**src/sv/stxrx_pkg.sv**
```systemverilog
// Shared types, constants and the CRC-16 byte update for the frame receiver.
package stxrx_pkg;

    localparam int CFG_INDEX_W = 2;
    localparam int CFG_DATA_W  = 16;

    localparam logic [CFG_INDEX_W-1:0] REG_START_MARKER = 2'd0;
    localparam logic [CFG_INDEX_W-1:0] REG_END_MARKER   = 2'd1;
    localparam logic [CFG_INDEX_W-1:0] REG_MAX_LENGTH   = 2'd2;

    localparam logic [7:0]  START_MARKER_RESET = 8'h02;
    localparam logic [7:0]  END_MARKER_RESET   = 8'h03;
    localparam logic [15:0] MAX_LENGTH_RESET   = 16'd132;

    localparam logic [15:0] CRC_POLY = 16'h1021;
    localparam logic [15:0] CRC_INIT = 16'hFFFF;

    localparam logic KIND_PAYLOAD = 1'b0;
    localparam logic KIND_VERDICT = 1'b1;

    typedef enum logic [2:0] {
        PH_IDLE,
        PH_CMD,
        PH_LEN_HI,
        PH_LEN_LO,
        PH_DATA,
        PH_CRC_HI,
        PH_CRC_LO,
        PH_END
    } phase_t;

    typedef enum logic [1:0] {
        VD_CRC_GOOD,
        VD_CRC_BAD,
        VD_END_WRONG,
        VD_LEN_TOO_LARGE
    } verdict_t;

    typedef struct packed {
        logic [7:0]  start_marker;
        logic [7:0]  end_marker;
        logic [15:0] max_frame_length;
    } cfg_t;

    typedef struct packed {
        logic        result_kind;
        logic [7:0]  payload_byte;
        logic [15:0] byte_index;
        logic [7:0]  frame_command;
        logic [15:0] frame_length;
        verdict_t    verdict;
    } result_t;

    // MSB-first CRC-16, one byte folded in eight bit steps
    function automatic logic [15:0] crc16_byte(input logic [15:0] crc, input logic [7:0] b);
        logic [15:0] c;
        c = crc ^ {b, 8'h00};
        for (int k = 0; k < 8; k++)
        begin
            if (c[15])
                c = {c[14:0], 1'b0} ^ CRC_POLY;
            else
                c = {c[14:0], 1'b0};
        end
        return c;
    endfunction

endpackage

```
**src/sv/stxrx_cfg_regs.sv**
```systemverilog
// Configuration registers: start marker, end marker and payload length limit.
module stxrx_cfg_regs (
    input  logic                               clk,
    input  logic                               rst_n,
    input  logic                               cfg_we,
    input  logic [stxrx_pkg::CFG_INDEX_W-1:0]  cfg_index,
    input  logic [stxrx_pkg::CFG_DATA_W-1:0]   cfg_data,
    output stxrx_pkg::cfg_t                    cfg
);
    import stxrx_pkg::*;

    cfg_t cfg_reg;

    always_ff @(posedge clk or negedge rst_n)
    begin
        if (!rst_n)
        begin
            cfg_reg.start_marker     <= START_MARKER_RESET;
            cfg_reg.end_marker       <= END_MARKER_RESET;
            cfg_reg.max_frame_length <= MAX_LENGTH_RESET;
        end
        else if (cfg_we)
        begin
            case (cfg_index)
                REG_START_MARKER: cfg_reg.start_marker     <= cfg_data[7:0];
                REG_END_MARKER:   cfg_reg.end_marker       <= cfg_data[7:0];
                REG_MAX_LENGTH:   cfg_reg.max_frame_length <= cfg_data[15:0];
                default:          ;  // unmapped index, write dropped
            endcase
        end
    end

    assign cfg = cfg_reg;

endmodule

```
**src/sv/stxrx_deframer.sv**
```systemverilog
// Deframer: input byte register, frame state machine with CRC, result register.
module stxrx_deframer (
    input  logic                 clk,
    input  logic                 rst_n,
    input  stxrx_pkg::cfg_t      cfg,
    input  logic                 in_valid,
    output logic                 in_ready,
    input  logic [7:0]           rx_byte,
    output logic                 out_valid,
    input  logic                 out_ready,
    output stxrx_pkg::result_t   result
);
    import stxrx_pkg::*;

    // input stage
    logic       in_valid_reg;
    logic [7:0] in_byte_reg;

    // frame state
    phase_t      phase_reg, phase_next;
    logic [7:0]  command_reg, command_next;
    logic [15:0] length_reg, length_next;
    logic [15:0] count_reg, count_next;
    logic [15:0] crc_reg, crc_next;
    logic [15:0] rx_crc_reg, rx_crc_next;

    // result stage
    logic    out_valid_reg;
    result_t result_reg;

    logic    res_valid;
    result_t res;
    logic    advance;
    logic [7:0]  b;
    logic [15:0] crc_fed;
    logic [15:0] len_full;
    logic [15:0] count_inc;

    assign advance  = in_valid_reg && (!out_valid_reg || out_ready);
    assign in_ready = !in_valid_reg || advance;

    assign b         = in_byte_reg;
    assign crc_fed   = crc16_byte(crc_reg, b);
    assign len_full  = {length_reg[15:8], b};
    assign count_inc = count_reg + 16'd1;

    always_ff @(posedge clk or negedge rst_n)
    begin
        if (!rst_n)
            in_valid_reg <= 1'b0;
        else if (in_ready)
            in_valid_reg <= in_valid;
    end

    always_ff @(posedge clk)
    begin
        if (in_valid && in_ready)
            in_byte_reg <= rx_byte;
    end

    always_ff @(posedge clk or negedge rst_n)
    begin
        if (!rst_n)
        begin
            phase_reg   <= PH_IDLE;
            command_reg <= 8'h00;
            length_reg  <= 16'h0000;
            count_reg   <= 16'h0000;
            crc_reg     <= CRC_INIT;
            rx_crc_reg  <= 16'h0000;
        end
        else if (advance)
        begin
            phase_reg   <= phase_next;
            command_reg <= command_next;
            length_reg  <= length_next;
            count_reg   <= count_next;
            crc_reg     <= crc_next;
            rx_crc_reg  <= rx_crc_next;
        end
    end

    always_comb
    begin
        phase_next   = phase_reg;
        command_next = command_reg;
        length_next  = length_reg;
        count_next   = count_reg;
        crc_next     = crc_reg;
        rx_crc_next  = rx_crc_reg;
        res_valid    = 1'b0;
        res.result_kind   = KIND_PAYLOAD;
        res.payload_byte  = 8'h00;
        res.byte_index    = 16'h0000;
        res.frame_command = command_reg;
        res.frame_length  = length_reg;
        res.verdict       = VD_CRC_GOOD;
        case (phase_reg)
            PH_IDLE:
            begin
                if (b == cfg.start_marker)
                begin
                    command_next = 8'h00;
                    length_next  = 16'h0000;
                    count_next   = 16'h0000;
                    crc_next     = CRC_INIT;
                    phase_next   = PH_CMD;
                end
            end
            PH_CMD:
            begin
                command_next = b;
                crc_next     = crc_fed;
                phase_next   = PH_LEN_HI;
            end
            PH_LEN_HI:
            begin
                length_next = {b, 8'h00};
                crc_next    = crc_fed;
                phase_next  = PH_LEN_LO;
            end
            PH_LEN_LO:
            begin
                length_next = len_full;
                crc_next    = crc_fed;
                count_next  = 16'h0000;
                res.frame_length = len_full;
                if (len_full == 16'h0000)
                    phase_next = PH_CRC_HI;
                else if (len_full > cfg.max_frame_length)
                begin
                    phase_next      = PH_IDLE;
                    res_valid       = 1'b1;
                    res.result_kind = KIND_VERDICT;
                    res.verdict     = VD_LEN_TOO_LARGE;
                end
                else
                    phase_next = PH_DATA;
            end
            PH_DATA:
            begin
                res_valid        = 1'b1;
                res.payload_byte = b;
                res.byte_index   = count_reg;
                crc_next         = crc_fed;
                count_next       = count_inc;
                if (count_inc >= length_reg)
                    phase_next = PH_CRC_HI;
            end
            PH_CRC_HI:
            begin
                rx_crc_next = {b, 8'h00};
                phase_next  = PH_CRC_LO;
            end
            PH_CRC_LO:
            begin
                rx_crc_next = {rx_crc_reg[15:8], b};
                phase_next  = PH_END;
            end
            PH_END:
            begin
                phase_next      = PH_IDLE;
                res_valid       = 1'b1;
                res.result_kind = KIND_VERDICT;
                if (b != cfg.end_marker)
                    res.verdict = VD_END_WRONG;
                else if (crc_reg == rx_crc_reg)
                    res.verdict = VD_CRC_GOOD;
                else
                    res.verdict = VD_CRC_BAD;
            end
            default:
                phase_next = PH_IDLE;
        endcase
    end

    always_ff @(posedge clk or negedge rst_n)
    begin
        if (!rst_n)
            out_valid_reg <= 1'b0;
        else if (advance)
            out_valid_reg <= res_valid;
        else if (out_ready)
            out_valid_reg <= 1'b0;
    end

    always_ff @(posedge clk)
    begin
        if (advance && res_valid)
            result_reg <= res;
    end

    assign out_valid = out_valid_reg;
    assign result    = result_reg;

    // a payload transfer never carries a verdict
    a_payload_no_verdict: assert property (@(posedge clk) disable iff (!rst_n)
        (out_valid_reg && result_reg.result_kind == KIND_PAYLOAD)
            |-> result_reg.verdict == VD_CRC_GOOD)
        else $error("payload result with nonzero verdict");

    // verdict results carry zero data and index
    a_verdict_zero_data: assert property (@(posedge clk) disable iff (!rst_n)
        (out_valid_reg && result_reg.result_kind == KIND_VERDICT)
            |-> (result_reg.payload_byte == 8'h00 && result_reg.byte_index == 16'h0000))
        else $error("verdict result with payload data");

    // payload index stays inside the declared length
    a_index_in_range: assert property (@(posedge clk) disable iff (!rst_n)
        (out_valid_reg && result_reg.result_kind == KIND_PAYLOAD)
            |-> result_reg.byte_index < result_reg.frame_length)
        else $error("payload index beyond frame length");

    // bytes seen outside a frame produce nothing
    a_idle_silent: assert property (@(posedge clk) disable iff (!rst_n)
        (advance && phase_reg == PH_IDLE) |=> !out_valid_reg)
        else $error("result produced outside a frame");

    // every verdict returns the receiver to hunting for a start marker
    a_verdict_to_idle: assert property (@(posedge clk) disable iff (!rst_n)
        (advance && res_valid && res.result_kind == KIND_VERDICT) |=> phase_reg == PH_IDLE)
        else $error("phase not idle after verdict");

endmodule

```
**src/sv/stx_etx_frame_receiver_crc16.sv**
```systemverilog
// Top level of the framed serial receiver with CRC-16 check.
//
// Usage:
//   Input channel (in_valid/in_ready/rx_byte) takes one received serial byte
//   per transfer. Output channel (out_valid/out_ready plus result fields)
//   gives at most one result per byte: a payload byte with its index, or a
//   frame verdict (0 crc good, 1 crc bad, 2 end marker wrong, 3 length too
//   large). Consumers drop payload of any frame whose verdict is not good.
//   Configuration (cfg_we/cfg_index/cfg_data) sets start marker, end marker
//   and payload length limit; write only while no byte is in flight.
// Timing:
//   A byte lands in the input register on its transfer and is processed when
//   the result register is free or being read; its result is then registered.
//   Throughput is one byte per cycle unless the output stalls: the CRC byte
//   update and the frame state machine sit in a single stage between registers.
// Reset: the receiver hunts for a start marker, registers take defaults
//   (0x02, 0x03, 132). A stalled output holds its result; input keeps
//   flowing until both the input and result registers are full.
module stx_etx_frame_receiver_crc16 (
    input  logic                               clk,
    input  logic                               rst_n,
    input  logic                               cfg_we,
    input  logic [stxrx_pkg::CFG_INDEX_W-1:0]  cfg_index,
    input  logic [stxrx_pkg::CFG_DATA_W-1:0]   cfg_data,
    input  logic                               in_valid,
    output logic                               in_ready,
    input  logic [7:0]                         rx_byte,
    output logic                               out_valid,
    input  logic                               out_ready,
    output logic                               result_kind,
    output logic [7:0]                         payload_byte,
    output logic [15:0]                        byte_index,
    output logic [7:0]                         frame_command,
    output logic [15:0]                        frame_length,
    output logic [1:0]                         verdict
);
    import stxrx_pkg::*;

    cfg_t    cfg;
    result_t result;

    stxrx_cfg_regs u_cfg (
        .clk       (clk),
        .rst_n     (rst_n),
        .cfg_we    (cfg_we),
        .cfg_index (cfg_index),
        .cfg_data  (cfg_data),
        .cfg       (cfg)
    );

    stxrx_deframer u_deframer (
        .clk       (clk),
        .rst_n     (rst_n),
        .cfg       (cfg),
        .in_valid  (in_valid),
        .in_ready  (in_ready),
        .rx_byte   (rx_byte),
        .out_valid (out_valid),
        .out_ready (out_ready),
        .result    (result)
    );

    assign result_kind   = result.result_kind;
    assign payload_byte  = result.payload_byte;
    assign byte_index    = result.byte_index;
    assign frame_command = result.frame_command;
    assign frame_length  = result.frame_length;
    assign verdict       = result.verdict;

endmodule

```
**config.mk**
```make
export PLATFORM = sky130hd
export DESIGN_NAME = stx_etx_frame_receiver_crc16
export DESIGN_NICKNAME = d
export VERILOG_FILES = /design/src/sv/stxrx_pkg.sv /design/src/sv/stxrx_cfg_regs.sv /design/src/sv/stxrx_deframer.sv /design/src/sv/stx_etx_frame_receiver_crc16.sv
export SDC_FILE = /design/constraint.sdc
export NUM_CORES = 1
export LEC_CHECK = 0
export BUFFER_PORTS_ARGS = -buffer_cell sky130_fd_sc_hd__buf_4
export CORE_MARGIN = 1
export CORE_UTILIZATION = 55
export CTS_BUF_LIST = sky130_fd_sc_hd__clkbuf_8
export DETAILED_ROUTE_END_ITERATION = 12
export PLACE_DENSITY = 0.78
export SETUP_SLACK_MARGIN = 0.4
export SYNTH_ARGS = -nofsm -noshare
export SYNTH_HDL_FRONTEND = slang
export SYNTH_SLANG_ARGS = --single-unit
export TNS_END_PERCENT = 20
```
**constraint.sdc**
```tcl
create_clock -name clk -period 4.5 [get_ports clk]
set_input_delay 0.9 -clock clk [delete_from_list [all_inputs] [get_ports clk]]
set_output_delay 0.9 -clock clk [all_outputs]
set_load 0.01 [all_outputs]
```
==> results.sh, run 1 <==
export IMPL_start_util_pct=57.0
export IMPL_synth_fa_ha_area_share_pct=4.93
export IMPL_die_width_um=125
export IMPL_syn_area_um2=8380
export IMPL_slowest_delay_ns=0.45
export IMPL_drive_above_1_share_pct=25.4
export IMPL_cp_start_kind="register"
export IMPL_hpwlAfterDp_um=13100
export IMPL_post_cts_resized=0
export IMPL_dpl_instance_area_um2=9090
export IMPL_synth_nets=775
export IMPL_port_buffers=83
export IMPL_synthMuxAreaShare_pct=7.99
export IMPL_synth_simple_area_share_pct=12.7
export IMPL_clk_latency_ns=0.48
export IMPL_die_area_um2=15700
export IMPL_rows=44
export IMPL_gr_total_overflow=0
export IMPL_cts_hold_buf=0
export IMPL_synthToLayoutAreaGrowth_pct=13.1
export IMPL_grt_max_degree=47
export IMPL_die_h_um=125
export IMPL_cts_tree="built"
export IMPL_ys_ff_latch=168
export IMPL_final_common_cell="buf_4"
export IMPL_crit_buf_inv=0
export IMPL_drtAntennaViolNets=0
export IMPL_postSynth_asyncResetShare_pct=64.9
export IMPL_hp_class="in -> async"
export IMPL_dr_pass1_iters=7
export IMPL_synth_edf_count=59
export IMPL_worstPathArrival_ns=3.64
export IMPL_maxCapViolations=0
export IMPL_wirelength_um=18300
export IMPL_power_leakage_nw=4.20
export IMPL_ir_drop_mv=0.261
export IMPL_crit_path_end_kind="register"
export IMPL_fp_coreArea_um2=14700
export IMPL_setup_tns_ns=0
export IMPL_diodes=0
export IMPL_synth_distinct_cells=58
export IMPL_outcome="complete, no violations"
export IMPL_cts_buffer_depth=2
export IMPL_htree_levels=4
export IMPL_synth_top_family_by_area="simple AND/OR/NAND/NOR gates"
export IMPL_root_buffer="clkbuf_8"
export IMPL_drt_iter0_drc=408
export IMPL_required_ns=4.86
export IMPL_fmax_mhz=305
export IMPL_setup_violations=0
export IMPL_critPathTopFamily="simple AND/OR/NAND/NOR gates"
export IMPL_rsz0062_at_grt="no"
export IMPL_vias=5756
export IMPL_numCtsBuffers=17
export IMPL_crit_path_max_fanout=8
export IMPL_relSlewSlack_pct=27.8
export IMPL_criticalPathCategory="reg -> reg"
export IMPL_stdcell_area_um2=9480
export IMPL_pin_count=84
export IMPL_cts_setup_buffers=0
export IMPL_fin_nets=850
export IMPL_postSynthCellCount=711
export IMPL_grtUsageTotal_pct=24.6
export IMPL_grt_pass1_wl_um=29400
export IMPL_finalCriticalPeriod_ns=3.28
export IMPL_ys_flop_type="dfrtp_1"
export IMPL_worstPathCellList="ha_1 -> nand3_1 -> nor2_1 -> and3_1 -> and3_1 -> xor2_1 -> ha_1 -> nand2_1 -> o21ai_0 -> a2111oi_0 -> o21ai_0 -> nand2_1 -> a31oi_1"
export IMPL_fin_crit_sh_pct=72.8
export IMPL_worstMarginPinSlew_ns=1.08
export IMPL_power_density_nw_per_um2=607
export IMPL_yosysSeqAreaShare_pct=54.0
export IMPL_largest_reg_flops=51
export IMPL_place_congestion=0.832
export IMPL_wire_per_inst_um=18.6
export IMPL_via_per_inst=5.86
export IMPL_slowest_stage="dfrtp_1"
export IMPL_syn_area_per_cell_um2=11.8
export IMPL_grt_pass1_vias=5624
export IMPL_synth_xor_area_share_pct=7.89
export IMPL_yosys_warnings=0
export IMPL_clock_skew_ns=0.0153
export IMPL_drc_errors=0
export IMPL_drv_slew=0
export IMPL_finalHoldViolCount=0
export IMPL_final_cell_mix="buf_4 (91), dfrtp_1 (88), nand2_1 (81)"
export IMPL_cts_sinks=168
export IMPL_antenna_found_initial=0
export IMPL_synth_compound_area_share_pct=8.47
export IMPL_cts_clk_slew_worst_paths_ns=0.09
-- path summary, 6_finish.rpt --
kind | cells after the start | start | slack, ns | endpoint
setup reg to reg | 13 | u_deframer.count_reg[0] | 1.22 | u_deframer.phase_reg[0]
max in group asynchronous | 2 | rst_n | 3.32 | u_deframer.crc_reg[10]
hold / removal | 1 | rst_n | 0.29 | u_cfg.cfg[12]
setup / recovery | 13 | u_deframer.count_reg[0] | 1.22 | u_deframer.phase_reg[0]
min in group clk | 0 | u_deframer.command_reg[1] | 0.47 | u_deframer.result[19]
hold reg to reg | 0 | u_deframer.command_reg[1] | 0.47 | u_deframer.result[19]
-- metal layers --
layer | track usage [%] | vias to the layer above | wire length, um
met5 | 0 | - | 0
met4 | 10.9 | 0 | 518
met3 | 5.48 | 43 | 1200
met2 | 38.6 | 245 | 8650
met1 | 32.9 | 2811 | 7910
li1 | - | 2657 | -
-- Yosys cell counts (8+ instances only) --
| library cell | number | area share [%] |
|---|---|---|
| a22o_1 | 14 | 1.5 |
| edfxtp_1 | 59 | 21 |
| dfstp_2 | 21 | 6.6 |
| nand2_1 | 81 | 3.6 |
| mux2_2 | 39 | 5.2 |
| nand3_1 | 13 | 0.78 |
| inv_1 | 32 | 1.4 |
| nor2_1 | 21 | 0.94 |
| mux2i_1 | 8 | 0.96 |
| o21ai_0 | 46 | 2.7 |
| a21oi_1 | 13 | 0.78 |
| ha_1 | 33 | 4.9 |
| mux2_4 | 10 | 1.8 |
| and3_1 | 28 | 2.1 |
| xnor2_1 | 41 | 4.3 |
| and2_1 | 13 | 0.97 |
| xor2_1 | 27 | 2.8 |
| dfrtp_1 | 88 | 26 |
| a21o_1 | 9 | 0.81 |
| clkbuf_1 | 19 | 0.85 |
| nand4_1 | 10 | 0.75 |
-- final cells by class --
type                       instances  area (um^2)
multi-input combinational        476         3530
clock buffer                      19          262
inverter                          32          120
tap                              184          230
sequential                       168         4530
clock inverter                    12          128
fill                            1098         5220
timing repair buffer              91          683
-- metrics by stage --
stage          setup slack (ns)  util, %  hold slack, ns  std cells  total power [mW]
2_1_floorplan             0.868        -           0.426        711              4.04
3_3_place_gp               1.44     61.8           0.446        951              4.57
3_5_place_dp               1.31     61.8           0.453        951              4.67
4_1_cts                    1.27     64.5           0.290        982              5.75
5_1_grt                   0.995     64.5           0.307        982              6.08
6_report                   1.22     64.5           0.294        982              5.75
-- kinds of logic after synthesis --
kind of cell             count (synthesis)
flip-flops                             168
XOR/XNOR                                72
AO/OA/AOI/OAI                          110
AND/OR/NAND/NOR                        204
adder cells (fa/ha/maj)                 33
buffers and inverters                   67
multiplexers                            57
-- where the power goes --
part | total (mW) | switching [mW] | internal (mW)
Clock | 1.07 | 0.551 | 0.515
Combinational | 2.14 | 1.14 | 1.01
Sequential | 2.54 | 0.421 | 2.12
(Power assumes the default switching activity.)
==> inputs of run 2 (changes only) <==
clock period = 2.99 ns   (was 4.5 ns; I/O delays follow)
==> results.sh, run 2 (synthesized netlist as in run 1, its figures left out) <==
export IMPL_outcome="complete, but fails checks"
export IMPL_violations="design-rule violations"
export IMPL_ir_drop_mv=0.415
export IMPL_critPathTopFamily="simple AND/OR/NAND/NOR gates"
export IMPL_crit_path_max_fanout=29
export IMPL_utilization_pct=68.0
export IMPL_wire_per_inst_um=18.9
export IMPL_rsz0062_at_grt="yes"
export IMPL_cts_sinks=168
export IMPL_largest_reg_flops=51
export IMPL_die_h_um=125
export IMPL_fmax_mhz=385
export IMPL_pin_count=84
export IMPL_setup_violations=0
export IMPL_dp_cells=968
export IMPL_worstPathCellList="inv_1 -> ha_4 -> nand2_2 -> or4_4 -> o221ai_4 -> nand3_2 -> a21oi_4 -> buf_4 -> buf_12"
export IMPL_place_congestion=0.869
export IMPL_finalCriticalPeriod_ns=2.60
export IMPL_via_per_inst=5.83
export IMPL_crit_buf_inv=3
export IMPL_fp_coreArea_um2=14700
export IMPL_hpwlAfterDp_um=13100
export IMPL_slowest_delay_ns=0.53
export IMPL_relSlewSlack_pct=38.4
export IMPL_drc_errors=5
export IMPL_dr_pass1_iters=11
export IMPL_die_width_um=125
export IMPL_fin_nets=886
export IMPL_die_area_um2=15700
export IMPL_diodes=0
export IMPL_clock_skew_ns=0.0132
export IMPL_power_density_nw_per_um2=910
export IMPL_final_common_cell="buf_4"
export IMPL_worstPathArrival_ns=2.75
export IMPL_fillCellCount=1046
export IMPL_final_cells=1018
export IMPL_pre_cts_ws_ns=0.126
export IMPL_antenna_found_initial=0
export IMPL_rows=44
export IMPL_start_util_pct=57.0
export IMPL_criticalPathCategory="reg -> reg"
export IMPL_cp_start_kind="register"
export IMPL_synthToLayoutAreaGrowth_pct=19.2
export IMPL_wirelength_um=19300
export IMPL_crit_path_end_kind="register"
export IMPL_final_cell_mix="buf_4 (120), dfrtp_1 (82), nand2_1 (80)"
export IMPL_hp_class="in -> async"
export IMPL_drtAntennaViolNets=0
export IMPL_drive_above_1_share_pct=31.4
export IMPL_setup_slack_ns=0.394
export IMPL_cts_hold_buf=0
export IMPL_cts_clk_slew_worst_paths_ns=0.08
export IMPL_clk_latency_ns=0.46
export IMPL_slowest_stage="dfstp_2"
export IMPL_drv_slew=0
export IMPL_root_buffer="clkbuf_8"
export IMPL_grt_max_degree=85
export IMPL_grtUsageTotal_pct=24.7
export IMPL_grt_pass1_wl_um=29800
export IMPL_fin_crit_sh_pct=86.8
export IMPL_cts_tree="built"
export IMPL_power_leakage_nw=4.44
export IMPL_maxCapViolations=0
export IMPL_numCtsBuffers=17
export IMPL_grt_pass1_vias=5713
export IMPL_drt_iter0_drc=521
export IMPL_worstMarginPinSlew_ns=0.922
export IMPL_hold_slack_ns=0.0402
export IMPL_htree_levels=4
export IMPL_cts_buffer_depth=2
export IMPL_vias=5936
export IMPL_gr_total_overflow=0
export IMPL_required_ns=3.15
export IMPL_finalHoldViolCount=0
export IMPL_port_buffers=83
run 2: cell types whose count changed in the layout (fill, tap and decap cells not counted), sizes merged:
cell	change
buf	+34
bufinv	+2
clkbuf	+1
clkinv	+2
clkinvlp	-4
inv	+1
run 2: where the power goes:
part	switching [mW]	internal [mW]	total, mW
Sequential	0.529	3.20	3.73
Clock	0.788	0.910	1.70
Combinational	1.91	1.76	3.67
Total	3.22	5.87	9.09
run 2: layout make-up:
| class | count | area [um^2] | share of cell area (%) |
|---|---|---|---|
| Multi-Input combinational cell | 476 | 3660 | 36.6 |
| Tap cell | 184 | 230 | 2.30 |
| Clock buffer | 18 | 248 | 2.48 |
| Clock inverter | 13 | 165 | 1.65 |
| Timing Repair Buffer | 127 | 1030 | 10.3 |
| Inverter | 32 | 120 | 1.20 |
| Sequential cell | 168 | 4530 | 45.4 |
run 2: worst register-to-register path, cell delays in order, from the launching register on:
cell and delay [ns]:
dfstp_2 0.53, inv_1 0.06, ha_4 0.27, nand2_2 0.04
or4_4 0.53, o221ai_4 0.21, nand3_2 0.13, a21oi_4 0.18
buf_4 0.15, buf_12 0.18
run 2: final timing paths:
kind | from | to | slack, ns | cells after the start
worst min-delay path | rst_n | u_cfg.cfg[31] | 0.04 | 1
worst max-delay path | u_cfg.cfg[7] | u_deframer.result[29] | 0.39 | 9
min in group clk | rx_byte[4] | u_deframer.b[4] | 0.31 | 1
max in group asynchronous | rst_n | u_deframer.count_reg[3] | 2.14 | 2
worst max register to register | u_cfg.cfg[7] | u_deframer.result[29] | 0.39 | 9
worst min register to register | u_deframer.command_reg[1] | u_deframer.result[19] | 0.47 | 0
run 2: metal layers:
layer | vias up | GRT usage, % | wire length (um)
met4 | 0 | 11.1 | 545
met3 | 45 | 4.62 | 1200
met2 | 245 | 39.0 | 9240
li1 | 2730 | - | -
met5 | - | 0 | 0
met1 | 2916 | 33.5 | 8290
run 2: stage by stage:
stage / TNS, ns / total power [mW] / area (um^2)
after floorplan: -1.51 / 6.12 / 8420
after global placement: 0 / 6.96 / 9250
after detailed placement: 0 / 7.14 / 9250
after CTS: 0 / 8.89 / 9720
after global routing: 0 / 9.61 / 9990
final: 0 / 9.09 / 9990
run 2: timing repair:
action / in CTS / in global routing
resized for setup: 10 / 28
cloned: 0 / 3
setup endpoints to repair: 30 / 53
pin swaps: 4 / 6
buffers inserted: 3 / 13
